File: src/design/rrcss_pkg.sv
`default_nettype none

package rrcss_pkg;

    localparam int MaxCols        = 4096;
    localparam int MaxRows        = 4096;
    localparam int MaxCellsPerCol = 16;
    localparam int RowSat         = 4095 + MaxRows;

    localparam int ColW  = $clog2(MaxCols);
    localparam int CellW = $clog2(MaxCellsPerCol);
    localparam int RowW  = $clog2(RowSat + 1);

    localparam int CfgIndexW = 4;
    localparam int CfgDataW  = 32;

    typedef enum logic [CfgIndexW-1:0] {
        CfgGridCols       = 4'd0,
        CfgRegionColStart = 4'd1,
        CfgRegionCols     = 4'd2,
        CfgRegionRowStart = 4'd3,
        CfgRegionRows     = 4'd4,
        CfgCellsPerColumn = 4'd5,
        CfgCellFormat     = 4'd6,
        CfgScaleFactor    = 4'd7
    } cfg_index_t;

    typedef enum logic [1:0] {
        Width1B = 2'd0,
        Width2B = 2'd1,
        Width4B = 2'd2,
        Width8B = 2'd3
    } width_t;

    typedef struct packed {
        logic [63:0] cell_value;
        logic        first_cell;
    } cell_in_t;

    typedef struct packed {
        logic [63:0] region_value;
        logic        last_in_row;
        logic        last_in_region;
    } cell_out_t;

    typedef struct packed {
        logic keep;
        logic last_in_row;
        logic last_in_region;
    } win_t;

    typedef struct packed {
        logic [2:0]  cell_format;
        logic [31:0] scale_factor;
    } fmt_t;

endpackage

`default_nettype wire

File: src/design/rrcss_window.sv
`default_nettype none

module rrcss_window (
    input  wire logic                           clk,
    input  wire logic                           rst_n,
    input  wire logic                           cfg_we,
    input  wire logic [rrcss_pkg::CfgIndexW-1:0] cfg_index,
    input  wire logic [rrcss_pkg::CfgDataW-1:0]  cfg_data,
    input  wire logic                           step,
    input  wire logic                           first_cell,
    output rrcss_pkg::win_t                     win,
    output rrcss_pkg::fmt_t                     fmt
);
    import rrcss_pkg::*;

    logic [12:0] grid_cols_reg;
    logic [11:0] region_col_start_reg;
    logic [12:0] region_cols_reg;
    logic [11:0] region_row_start_reg;
    logic [12:0] region_rows_reg;
    logic [4:0]  cells_per_column_reg;
    logic [2:0]  cell_format_reg;
    logic [31:0] scale_factor_reg;

    logic [ColW-1:0]  col_reg, col_next, col_cur;
    logic [CellW-1:0] cell_reg, cell_next, cell_cur;
    logic [RowW-1:0]  row_reg, row_next, row_cur;

    logic [12:0] gcols;
    logic [4:0]  cpc;
    logic [12:0] rrows;
    logic [13:0] col_end;
    logic [13:0] row_end;
    logic        fits;
    logic        end_row;
    logic [CellW:0] cell_inc;
    logic [ColW:0]  col_inc;

    always_ff @(posedge clk or negedge rst_n)
    begin
        if (!rst_n)
        begin
            grid_cols_reg        <= 13'd1;
            region_col_start_reg <= 12'd0;
            region_cols_reg      <= 13'd1;
            region_row_start_reg <= 12'd0;
            region_rows_reg      <= 13'd1;
            cells_per_column_reg <= 5'd1;
            cell_format_reg      <= 3'd0;
            scale_factor_reg     <= 32'd65536;
        end
        else if (cfg_we)
        begin
            unique case (cfg_index)
                CfgGridCols:       grid_cols_reg        <= cfg_data[12:0];
                CfgRegionColStart: region_col_start_reg <= cfg_data[11:0];
                CfgRegionCols:     region_cols_reg      <= cfg_data[12:0];
                CfgRegionRowStart: region_row_start_reg <= cfg_data[11:0];
                CfgRegionRows:     region_rows_reg      <= cfg_data[12:0];
                CfgCellsPerColumn: cells_per_column_reg <= cfg_data[4:0];
                CfgCellFormat:     cell_format_reg      <= cfg_data[2:0];
                CfgScaleFactor:    scale_factor_reg     <= cfg_data[31:0];
                default:           ;
            endcase
        end
    end

    always_comb
    begin
        if (grid_cols_reg == 13'd0)
            gcols = 13'd1;
        else if (grid_cols_reg > 13'(MaxCols))
            gcols = 13'(MaxCols);
        else
            gcols = grid_cols_reg;

        if (cells_per_column_reg == 5'd0)
            cpc = 5'd1;
        else if (cells_per_column_reg > 5'(MaxCellsPerCol))
            cpc = 5'(MaxCellsPerCol);
        else
            cpc = cells_per_column_reg;

        rrows = (region_rows_reg > 13'(MaxRows)) ? 13'(MaxRows) : region_rows_reg;

        col_end = {2'b00, region_col_start_reg} + {1'b0, region_cols_reg};
        row_end = {2'b00, region_row_start_reg} + {1'b0, rrows};
        fits    = (col_end <= {1'b0, gcols}) && (region_cols_reg != 13'd0)
                  && (rrows != 13'd0);
    end

    // A first cell restarts the raster at row 0, column 0, cell 0.
    always_comb
    begin
        col_cur  = first_cell ? '0 : col_reg;
        cell_cur = first_cell ? '0 : cell_reg;
        row_cur  = first_cell ? '0 : row_reg;

        end_row = (14'(col_cur) == col_end - 14'd1) && (5'(cell_cur) == cpc - 5'd1);

        win.keep = fits
                   && (14'(col_cur) >= 14'(region_col_start_reg))
                   && (14'(col_cur) < col_end)
                   && (14'(row_cur) >= 14'(region_row_start_reg))
                   && (14'(row_cur) < row_end);
        win.last_in_row    = end_row;
        win.last_in_region = end_row && (14'(row_cur) == row_end - 14'd1);

        fmt.cell_format  = cell_format_reg;
        fmt.scale_factor = scale_factor_reg;
    end

    always_comb
    begin
        cell_inc  = {1'b0, cell_cur} + 1'b1;
        col_inc   = {1'b0, col_cur} + 1'b1;
        cell_next = cell_cur;
        col_next  = col_cur;
        row_next  = row_cur;
        if (5'(cell_inc) >= cpc)
        begin
            cell_next = '0;
            if (13'(col_inc) >= gcols)
            begin
                col_next = '0;
                if (row_cur < RowW'(RowSat))
                    row_next = row_cur + 1'b1;
            end
            else
            begin
                col_next = col_inc[ColW-1:0];
            end
        end
        else
        begin
            cell_next = cell_inc[CellW-1:0];
        end
    end

    always_ff @(posedge clk or negedge rst_n)
    begin
        if (!rst_n)
        begin
            col_reg  <= '0;
            cell_reg <= '0;
            row_reg  <= '0;
        end
        else if (step)
        begin
            col_reg  <= col_next;
            cell_reg <= cell_next;
            row_reg  <= row_next;
        end
    end

endmodule

`default_nettype wire

File: config.mk
export PLATFORM = sky130hd
export DESIGN_NAME = rrcss_window
export DESIGN_NICKNAME = d
export VERILOG_FILES = /design/src/design/rrcss_pkg.sv /design/src/design/rrcss_window.sv
export SDC_FILE = /design/constraint.sdc
export NUM_CORES = 1
export LEC_CHECK = 0
export BUFFER_PORTS_ARGS = -buffer_cell sky130_fd_sc_hd__buf_2
export CORE_ASPECT_RATIO = 0.9
export CORE_MARGIN = 8
export CORE_UTILIZATION = 62
export DETAILED_ROUTE_END_ITERATION = 12
export GPL_TIMING_DRIVEN = 0
export MAX_ROUTING_LAYER = met4
export PLACE_DENSITY = 0.82
export SETUP_SLACK_MARGIN = 0.3
export SLEW_MARGIN = 20
export SYNTH_ARGS = -nofsm -noshare
export SYNTH_HDL_FRONTEND = slang
export SYNTH_SLANG_ARGS = --single-unit
export TNS_END_PERCENT = 20
File: constraint.sdc
create_clock -name clk -period 5.1 [get_ports clk]
set_clock_uncertainty 0.1 [all_clocks]
set_input_delay 0.255 -clock clk [delete_from_list [all_inputs] [get_ports clk]]
set_output_delay 0.255 -clock clk [all_outputs]
set_load 0.03 [all_outputs]
# == After elaboration in Yosys (flattened, before gate mapping) ==
# Cells that the tools add are included.
# totals
input_bits,41
out_inout_bits,38
reg_bits,132
word_cells,75
# op_classes
n_reduce_logical,21
n_lt_le_gt_ge,11
eq_ne,10
add_sub_neg,8
mux,14
# ops
op,count
13-bit two-way mux,7
12-bit two-way mux,3
12-bit by 13-bit adder with 14-bit output,2
14-bit by 1-bit subtractor with 14-bit output (second input constant),2
13-bit greater-than comparator (second input constant),2
13-bit nonzero test,2
4-bit by 3-bit == test with 1-bit output (second input constant),4
2-bit AND reduction,8
12-bit by 14-bit == test with 1-bit output,1
13-bit by 14-bit == test with 1-bit output,1
14-bit by 13-bit <= comparator with 1-bit output,1
12-bit by 14-bit less-than comparator with 1-bit output,1
13-bit by 14-bit less-than comparator with 1-bit output,1
12-bit by 1-bit adder with 13-bit output (second input constant),1
13-bit by 1-bit adder with 13-bit output (second input constant),1
13-bit by 12-bit greater-or-equal comparator with 1-bit output,1
13-bit greater-or-equal comparator,1
13-bit zero test,1
13-bit less-than comparator (second input constant),1
12-bit greater-or-equal comparator,1
5-bit two-way mux,2
4-bit by 2-bit == test with 1-bit output (second input constant),2
1-bit logical AND,8
4-bit two-way mux,2
other kinds (8),8

# == Depth between registers and ports, before layout ==
# Gate-level depths: netlist of the first run.
# depth
ltp_word,10
mapped_depth,26
ltp_nobuf,20

# == Least setup slack after synthesis of the first run ==
# No wires, ideal clock.
# synth_path
path_type,reg-to-output
from,reg region_col_start_reg[0]
to,out win[2] (netlist name)
slack_ns,0.394
n_path_buf,0
arrival_ns,4.351
t_required_ns,4.745
stages_incl_launch_ff,15
path_cell_list,dfrtp_1 ha_1 fa_1 a21o_1 a221o_1 a221o_1 a21o_1 a21oi_1 xnor2_1 ha_1 nand2_1 nor4_1 nor3_1 a211o_1 nor4_1
# synth_rtl
element,line_no,text
"start, declared",rrcss_window.sv:17,logic [11:0] region_col_start_reg;
"start signal, assigned",rrcss_window.sv:56,CfgRegionColStart: region_col_start_reg <= cfg_data[11:0];
"end, declared",rrcss_window.sv:11,"output rrcss_pkg::win_t win,"

==> flow_metrics.py, run 1 <==
metrics = {
    "sta": {
        "fin_crit_sh": 0.953,
        "slew_headroom": 0.429,
        "report.final.hold_viol_count": 0,
        "grt_setup_unrepaired": "yes",
        "fmax_mhz": 206,
        "whs_ns": 0.0422,
        "period_minus_slack_ns": 4.86,
        "setup_viol": 0,
        "worst_slew_pin_slew_ns": 0.846,
        "drv_slew": 0,
    },
    "cells_and_area": {
        "area_growth_pct": 19.4,
        "drive_gt1_frac": 0.252,
        "seq_area_sq_mm": 0.00331,
        "largest_reg_flops": 32,
        "multi_input_area_sq_mm": 0.00645,
        "antenna_cells": 0,
        "fillers": 980,
        "final_nets": 1294,
    },
    "place": {
        "portBuffers": 77,
        "hpwlAfterDp_mm": 18.9,
        "routabilityCongestion": 0.900,
    },
    "routing": {
        "wl_mm": 28.2,
        "drc": 0,
        "drt-initial-drc-count": 729,
        "viasPerCell": 6.29,
        "drt-pass1-iter-count": 6,
        "ant_nets": 0,
        "wl_per_cell_microns": 20.8,
        "num_vias": 8523,
    },
    "worst_setup_path": {
        "cp.required_ns": 4.74,
        "critical_path_peak_fanout": 3,
        "path_cells": "ha_4 -> fa_2 -> a21o_1 -> a221o_1 -> a21oi_2 -> xnor2_2 -> ha_1 -> a21o_1 -> a21oi_1 -> o21ai_1 -> a21o_1 -> a211oi_2 -> nor3_2 -> a211o_1 -> nor4_2 -> buf_4",
        "startpoint_type": "flip-flop",
        "end_kind": "primary output",
        "slowest_stage": "dfrtp_2",
        "worstSetupPathType": "reg -> out",
        "path_delay_family": "compound AO/OA/AOI/OAI gates",
        "worst-path-buf-inv": 1,
        "worstPathArrival_ns": 4.51,
        "slowest_delay_ns": 0.45,
        "cpMostUsedCell": "a21o_1",
    },
    "floorplanning": {
        "dieArea_sq_mm": 0.0202,
        "num_rows": 43,
        "pin_count": 79,
        "core_sq_mm": 0.0155,
        "dieWidth_microns": 149,
        "initial_utilization": 0.635,
        "die_h_microns": 136,
    },
    "clock_network": {
        "htree_levels": 4,
        "clk_latency_ns": 0.43,
        "tritoncts": "yes",
        "cts_buffers": 17,
        "clkTransAtPathRegs_ns": 0.06,
        "clockRootBuffer": "clkbuf_16",
        "numClockSinks": 132,
        "cts_buffer_depth": 2,
    },
    "power_and_ir_drop": {
        "clockPowerShare": 0.223,
        "power_w": 0.00566,
        "combPwrFrac": 0.521,
        "p_int_w": 0.00321,
        "seq_power_share": 0.256,
        "ir_worst_vdd_uv": 340,
        "p_sw_w": 0.00245,
        "swShare": 0.433,
        "powerDensity_mw_per_mm2": 482,
        "leakagePower_nw": 5.54,
    },
    "logic_synthesis": {
        "synth-main-ff-cell": "dfrtp_1",
        "ys_ff_latch": 132,
        "synthDistinctLibCells": 80,
        "yosysWarningCount": 0,
        "syn_area_per_cell_sq_um": 9.74,
        "synth_edf_count": 0,
        "async_flop_share": 1.00,
        "synth_nets": 1163,
        "syn_area_sq_mm": 0.00984,
        "seq_area_frac_synth": 0.336,
        "synth_cells": 1010,
    },
    "grt": {
        "grt-ovfl-total": 0,
        "grt_antenna_before_repair": 1,
        "grt_pass1_wl_mm": 43.2,
        "grt_pass1_vias": 8371,
        "grt_max_degree": 102,
        "grt_use_total": 0.277,
    },
    "run_status": {
        "status": "finished clean",
    },
    "hold_path": {
        "hold_class": "in -> reg",
    },
    "job": {
        "drv_cap": 0,
    },
}
-- power by group through the flow --
| stage | combinational, W | sequential, W | clock (W) |
|---|---|---|---|
| 2_1_floorplan | 0.00183 | 0.00152 | 0 |
| 3_3_place_gp | 0.00242 | 0.00143 | 0 |
| 3_5_place_dp | 0.00250 | 0.00144 | 0 |
| 4_1_cts | 0.00263 | 0.00143 | 0.00126 |
| 5_1_grt | 0.00321 | 0.00147 | 0.00131 |
| 6_report | 0.00295 | 0.00145 | 0.00126 |
-- area by class of cell --
class	instances	share of cell area
clock buffer	17	0.0362
multi-input combinational	781	0.549
timing repair buffer	112	0.0624
sequential	132	0.282
buffer	29	0.0125
inverter	68	0.0217
tap	202	0.0215
clock inverter	15	0.0148
-- cells in the final DEF, fill, tap and decap left out, types with 6 or more instances in the layout --
cell type / n
dfrtp_1: 126
ha_1: 107
mux2_2: 91
buf_2: 75
nand2_1: 72
inv_1: 63
nor2b_1: 44
o21ai_0: 43
nor2_1: 43
a21oi_1: 39
xnor2_1: 32
a21o_1: 27
xor2_1: 25
nand3_1: 21
dlygate4sd3_1: 20
buf_4: 19
clkbuf_16: 17
nand4_1: 16
o21a_1: 15
nor3_1: 15
and3_1: 14
clkbuf_1: 13
nor4_1: 12
a22o_1: 12
nand2b_1: 11
o211ai_1: 7
clkbuf_4: 6
xor2_2: 6
a211o_1: 6
a21oi_2: 6
inv_8: 6
-- path summary, 6_finish.rpt --
kind / from / to / slack [ns] / cells past startpoint
worst min register to register: scale_factor_reg[7]$_DFFE_PN0P_ / scale_factor_reg[7]$_DFFE_PN0P_ / 0.41 / 1
max in group asynchronous: rst_n / region_col_start_reg[0]$_DFFE_PN0P_ / 3.95 / 3
min in group asynchronous: rst_n / row_reg[2]$_DFFE_PN0P_ / 0.18 / 2
worst max-delay path: region_col_start_reg[0]$_DFFE_PN0P_ / win[2] / 0.24 / 16
worst min-delay path: cfg_data[12] / region_rows_reg[12]$_DFFE_PN0P_ / 0.04 / 2
worst max register to register: col_reg[1]$_DFFE_PN0P_ / col_reg[9]$_DFFE_PN0P_ / 0.91 / 20
-- per-stage QoR --
step	setup TNS, ns	utilization	setup WS (ns)	cells	area (sq um)
global placement	-16.10	0.676	-0.893	1289	10500
detailed placement	-17.69	0.679	-0.950	1290	10500
global route	0	0.758	0.114	1356	11800
finish	0	0.758	0.238	1356	11800
floorplan	0	-	0.394	1010	9840
CTS	0	0.738	0.290	1346	11400
-- routing by layer --
metal / global-route usage / vias to the layer above / wire, microns
met2: 0.439 / 326 / 13700
met4: 0.107 / 0 / 835
li1: - / 3933 / -
met3: 0.0588 / 73 / 1810
met1: 0.343 / 4191 / 11800
met5: - / - / 0
-- synth_stat cells (all sizes together) (4+ instances only) --
library cell | instances | area (sq um)
buf | 7 | 32.5
nor2b | 44 | 275
nor3 | 18 | 90.1
a31oi | 6 | 37.5
o21a | 15 | 113
nand3 | 23 | 115
nand2 | 72 | 270
a21o | 27 | 203
dfrtp | 127 | 3180
nand3b | 4 | 30.0
a211oi | 7 | 57.6
nor4 | 17 | 119
xor2 | 32 | 303
inv | 66 | 248
a22o | 12 | 105
nand2b | 11 | 68.8
nor4b | 5 | 43.8
nand4 | 16 | 100
nor2 | 45 | 171
and3 | 16 | 110
xnor2 | 37 | 332
mux2i | 5 | 50.1
ha | 110 | 1380
dfstp | 5 | 131
a2111oi | 5 | 50.0
o2111ai | 6 | 52.6
o21ai | 48 | 244
o211ai | 7 | 52.6
a211o | 6 | 52.6
nor3b | 5 | 37.5
a21oi | 45 | 229
mux2 | 91 | 1020
clkbuf | 22 | 82.6
-- cell families (layout without fill, tap and decap cells) --
family / count (synthesis) / count (layout) / share of synthesized area
buffers and inverters: 97 / 241 / 0.0376
muxes: 96 / 96 / 0.109
adders and majority gates: 113 / 113 / 0.145
and+or+nand+nor: 289 / 289 / 0.156
AOI/OAI and AO/OA: 214 / 214 / 0.152
xor gates and xnor gates: 69 / 69 / 0.0645
DFF: 132 / 132 / 0.336
-- timing repair --
item,4_1_cts,5_1_grt
endpoints found under the hold margin,50,0
hold buffers,20,0
resized for setup,24,54
setup endpoints to repair,28,26
buffers inserted,4,10
gates cloned,0,0
pin swaps,9,27
Note: power is estimated with default switching activity, not from simulation.
==> inputs of run 2 (changes only) <==
--- a/config.mk
+++ b/config.mk
@@ -8,11 +8,11 @@
 export BUFFER_PORTS_ARGS = -buffer_cell sky130_fd_sc_hd__buf_2
 export CORE_ASPECT_RATIO = 0.9
 export CORE_MARGIN = 8
-export CORE_UTILIZATION = 62
+export CORE_UTILIZATION = 56
 export DETAILED_ROUTE_END_ITERATION = 12
 export GPL_TIMING_DRIVEN = 0
 export MAX_ROUTING_LAYER = met4
-export PLACE_DENSITY = 0.82
+export PLACE_DENSITY = 0.78
 export SETUP_SLACK_MARGIN = 0.3
 export SLEW_MARGIN = 20
 export SYNTH_ARGS = -nofsm -noshare
==> constraint.sdc (replaced) <==
create_clock -name clk -period 4.3 [get_ports clk]
set_clock_uncertainty 0.1 [all_clocks]
set_input_delay 0.215 -clock clk [delete_from_list [all_inputs] [get_ports clk]]
set_output_delay 0.215 -clock clk [all_outputs]
set_load 0.03 [all_outputs]
==> run 2 against run 1 <==
Against the previous run:
- the flow now finishes with violations (negative setup slack)
- sequential power grew 17%
- clock power grew 18%
- clock-buffer cell count is 1 higher
- critical path depth unchanged
- sequential share of layout area decreased by 0.32 points
- non-clock buffer count up 5
- wire length fell by 6.1%
- cell area rose by 1.1%
- final cell count rose by 3.2%
- register-to-register slack lost 0.31 ns
- combinational power rose by 16%
- global-route usage down 2.7 points
- largest cell class unchanged
==> flow_metrics.py, run 2 (same netlist as run 1, synthesis figures left out) <==
metrics = {
    "power_and_ir_drop": {
        "leakagePower_nw": 5.57,
        "clockPowerShare": 0.226,
        "swShare": 0.426,
        "p_sw_w": 0.00281,
        "power_w": 0.00660,
        "seq_power_share": 0.258,
        "ir_worst_vdd_uv": 469,
        "combPwrFrac": 0.516,
        "powerDensity_mw_per_mm2": 556,
        "p_int_w": 0.00379,
    },
    "sta": {
        "fin_crit_sh": 1.09,
        "period_minus_slack_ns": 4.70,
        "drv_slew": 0,
        "setup_ws_ns": -0.403,
        "report.final.hold_viol_count": 0,
        "worst_slew_pin_slew_ns": 1.04,
        "grt_setup_unrepaired": "yes",
        "whs_ns": 0.0334,
        "slew_headroom": 0.306,
        "fmax_mhz": 213,
        "setup_viol": 3,
        "fin_setup_tns_ns": -1.07,
    },
    "clock_network": {
        "cts_buffer_depth": 2,
        "clockRootBuffer": "clkbuf_16",
        "clk_latency_ns": 0.42,
        "cts_buffers": 17,
        "numClockSinks": 132,
        "tritoncts": "yes",
        "clkTransAtPathRegs_ns": 0.07,
        "htree_levels": 4,
    },
    "floorplanning": {
        "dieWidth_microns": 156,
        "core_sq_mm": 0.0174,
        "initial_utilization": 0.564,
        "dieArea_sq_mm": 0.0221,
        "pin_count": 79,
        "die_h_microns": 142,
        "num_rows": 46,
    },
    "routing": {
        "ant_nets": 0,
        "wl_mm": 26.5,
        "wl_per_cell_microns": 18.9,
        "drt-pass1-iter-count": 5,
        "drc": 0,
        "drt-initial-drc-count": 460,
        "num_vias": 8294,
        "viasPerCell": 5.93,
    },
    "cells_and_area": {
        "fin_util": 0.681,
        "largest_reg_flops": 32,
        "final_cell_mix": "dfrtp_1, ha_1, mux2_2, buf_2, nand2_1",
        "final_nets": 1299,
        "antenna_cells": 0,
        "drive_gt1_frac": 0.259,
        "area_growth_pct": 20.7,
        "layout_commonest_cell": "dfrtp_1",
    },
    "grt": {
        "grt_pass1_vias": 8220,
        "grt_pass1_wl_mm": 42.6,
        "grt_antenna_before_repair": 0,
        "grt_max_degree": 95,
        "grt_use_total": 0.250,
        "grt-ovfl-total": 0,
    },
    "worst_setup_path": {
        "cp.required_ns": 3.98,
        "critical_path_peak_fanout": 3,
        "worstSetupPathType": "reg -> out",
        "startpoint_type": "flip-flop",
        "end_kind": "primary output",
        "worstPathArrival_ns": 4.39,
    },
    "run_status": {
        "status": "finished with violations",
        "violations": "negative setup slack",
    },
    "hold_path": {
        "hold_class": "in -> reg",
    },
    "place": {
        "hpwlAfterDp_mm": 19.1,
        "portBuffers": 77,
        "routabilityCongestion": 0.942,
    },
    "job": {
        "drv_cap": 0,
    },
}
[run 2: cell count changes in the layout (fill, tap and decap cells not counted), sizes merged]
cell,change
dlygate4sd3,+2
clkbuf,+2
inv,-1
buf,+2
[run 2: timing repair]
action	CTS	global route
cloned	1	0
buffers inserted	12	4
pin swaps	13	12
endpoints found under the setup margin	28	26
hold buffers	22	0
gates resized for setup	38	40
endpoints found under the hold margin	87	0
[run 2: area by class of cell]
| class | instances | area [sq um] |
|---|---|---|
| multi-input combinational | 781 | 6450 |
| sequential | 132 | 3310 |
| fill | 1313 | 5560 |
| inverter | 68 | 255 |
| tap | 240 | 300 |
| buffer | 29 | 181 |
| clock inverter | 14 | 160 |
| timing repair buffer | 117 | 788 |
| clock buffer | 18 | 439 |
[run 2: routing by layer]
layer / vias up / wire [microns] / track usage
li1: 3954 / - / -
met2: 250 / 12000 / 0.382
met1: 4039 / 12500 / 0.329
met3: 51 / 1270 / 0.0496
met5: - / 0 / -
met4: 0 / 707 / 0.0796
[run 2: path summary, 6_finish.rpt]
kind                                                           from  slack [ns]  cells after the start                             endpoint
worst max-delay path            region_col_start_reg[0]$_DFFE_PN0P_       -0.40                     16                               win[2]
worst min-delay path                                    cfg_data[7]        0.03                      3  region_row_start_reg[7]$_DFFE_PN0P_
worst max register to register               col_reg[1]$_DFFE_PN0P_        0.60                     21              row_reg[12]$_DFFE_PN0P_
worst min register to register     scale_factor_reg[17]$_DFFE_PN0P_        0.40                      1     scale_factor_reg[17]$_DFFE_PN0P_
max in group asynchronous                                     rst_n        3.15                      3      scale_factor_reg[9]$_DFFE_PN0P_
min in group asynchronous                                     rst_n        0.15                      2               col_reg[3]$_DFFE_PN0P_
[run 2: critical path: stages (launching register included)]
cell      delay (ns)
dfrtp_1         0.42
ha_4            0.18
fa_2            0.41
a21o_1          0.20
a221o_1         0.34
a21oi_2         0.19
xnor2_2         0.16
ha_1            0.28
a21o_1          0.16
a21oi_1         0.13
o21ai_0         0.10
a21o_1          0.20
a211oi_2        0.26
nor3_2          0.10
a211o_1         0.30
nor4_4          0.34
buf_6           0.18
[run 2: stage by stage]
step / area, sq um / cells / worst slack [ns]
2_1_floorplan: 9890 / 1010 / 0.302
3_3_place_gp: 10600 / 1327 / -0.845
3_5_place_dp: 10600 / 1328 / -0.881
4_1_cts: 11700 / 1395 / -0.410
6_report: 11900 / 1399 / -0.403
5_1_grt: 11900 / 1399 / -0.600
[run 2: power by group through the flow]
stage	Clock (W)	Sequential (W)	Combinational, W
after CTS	0.00150	0.00169	0.00321
after global routing	0.00156	0.00173	0.00372
after detailed placement	0	0.00171	0.00303
final	0.00149	0.00170	0.00341
after floorplan	0	0.00181	0.00218
after global placement	0	0.00169	0.00292
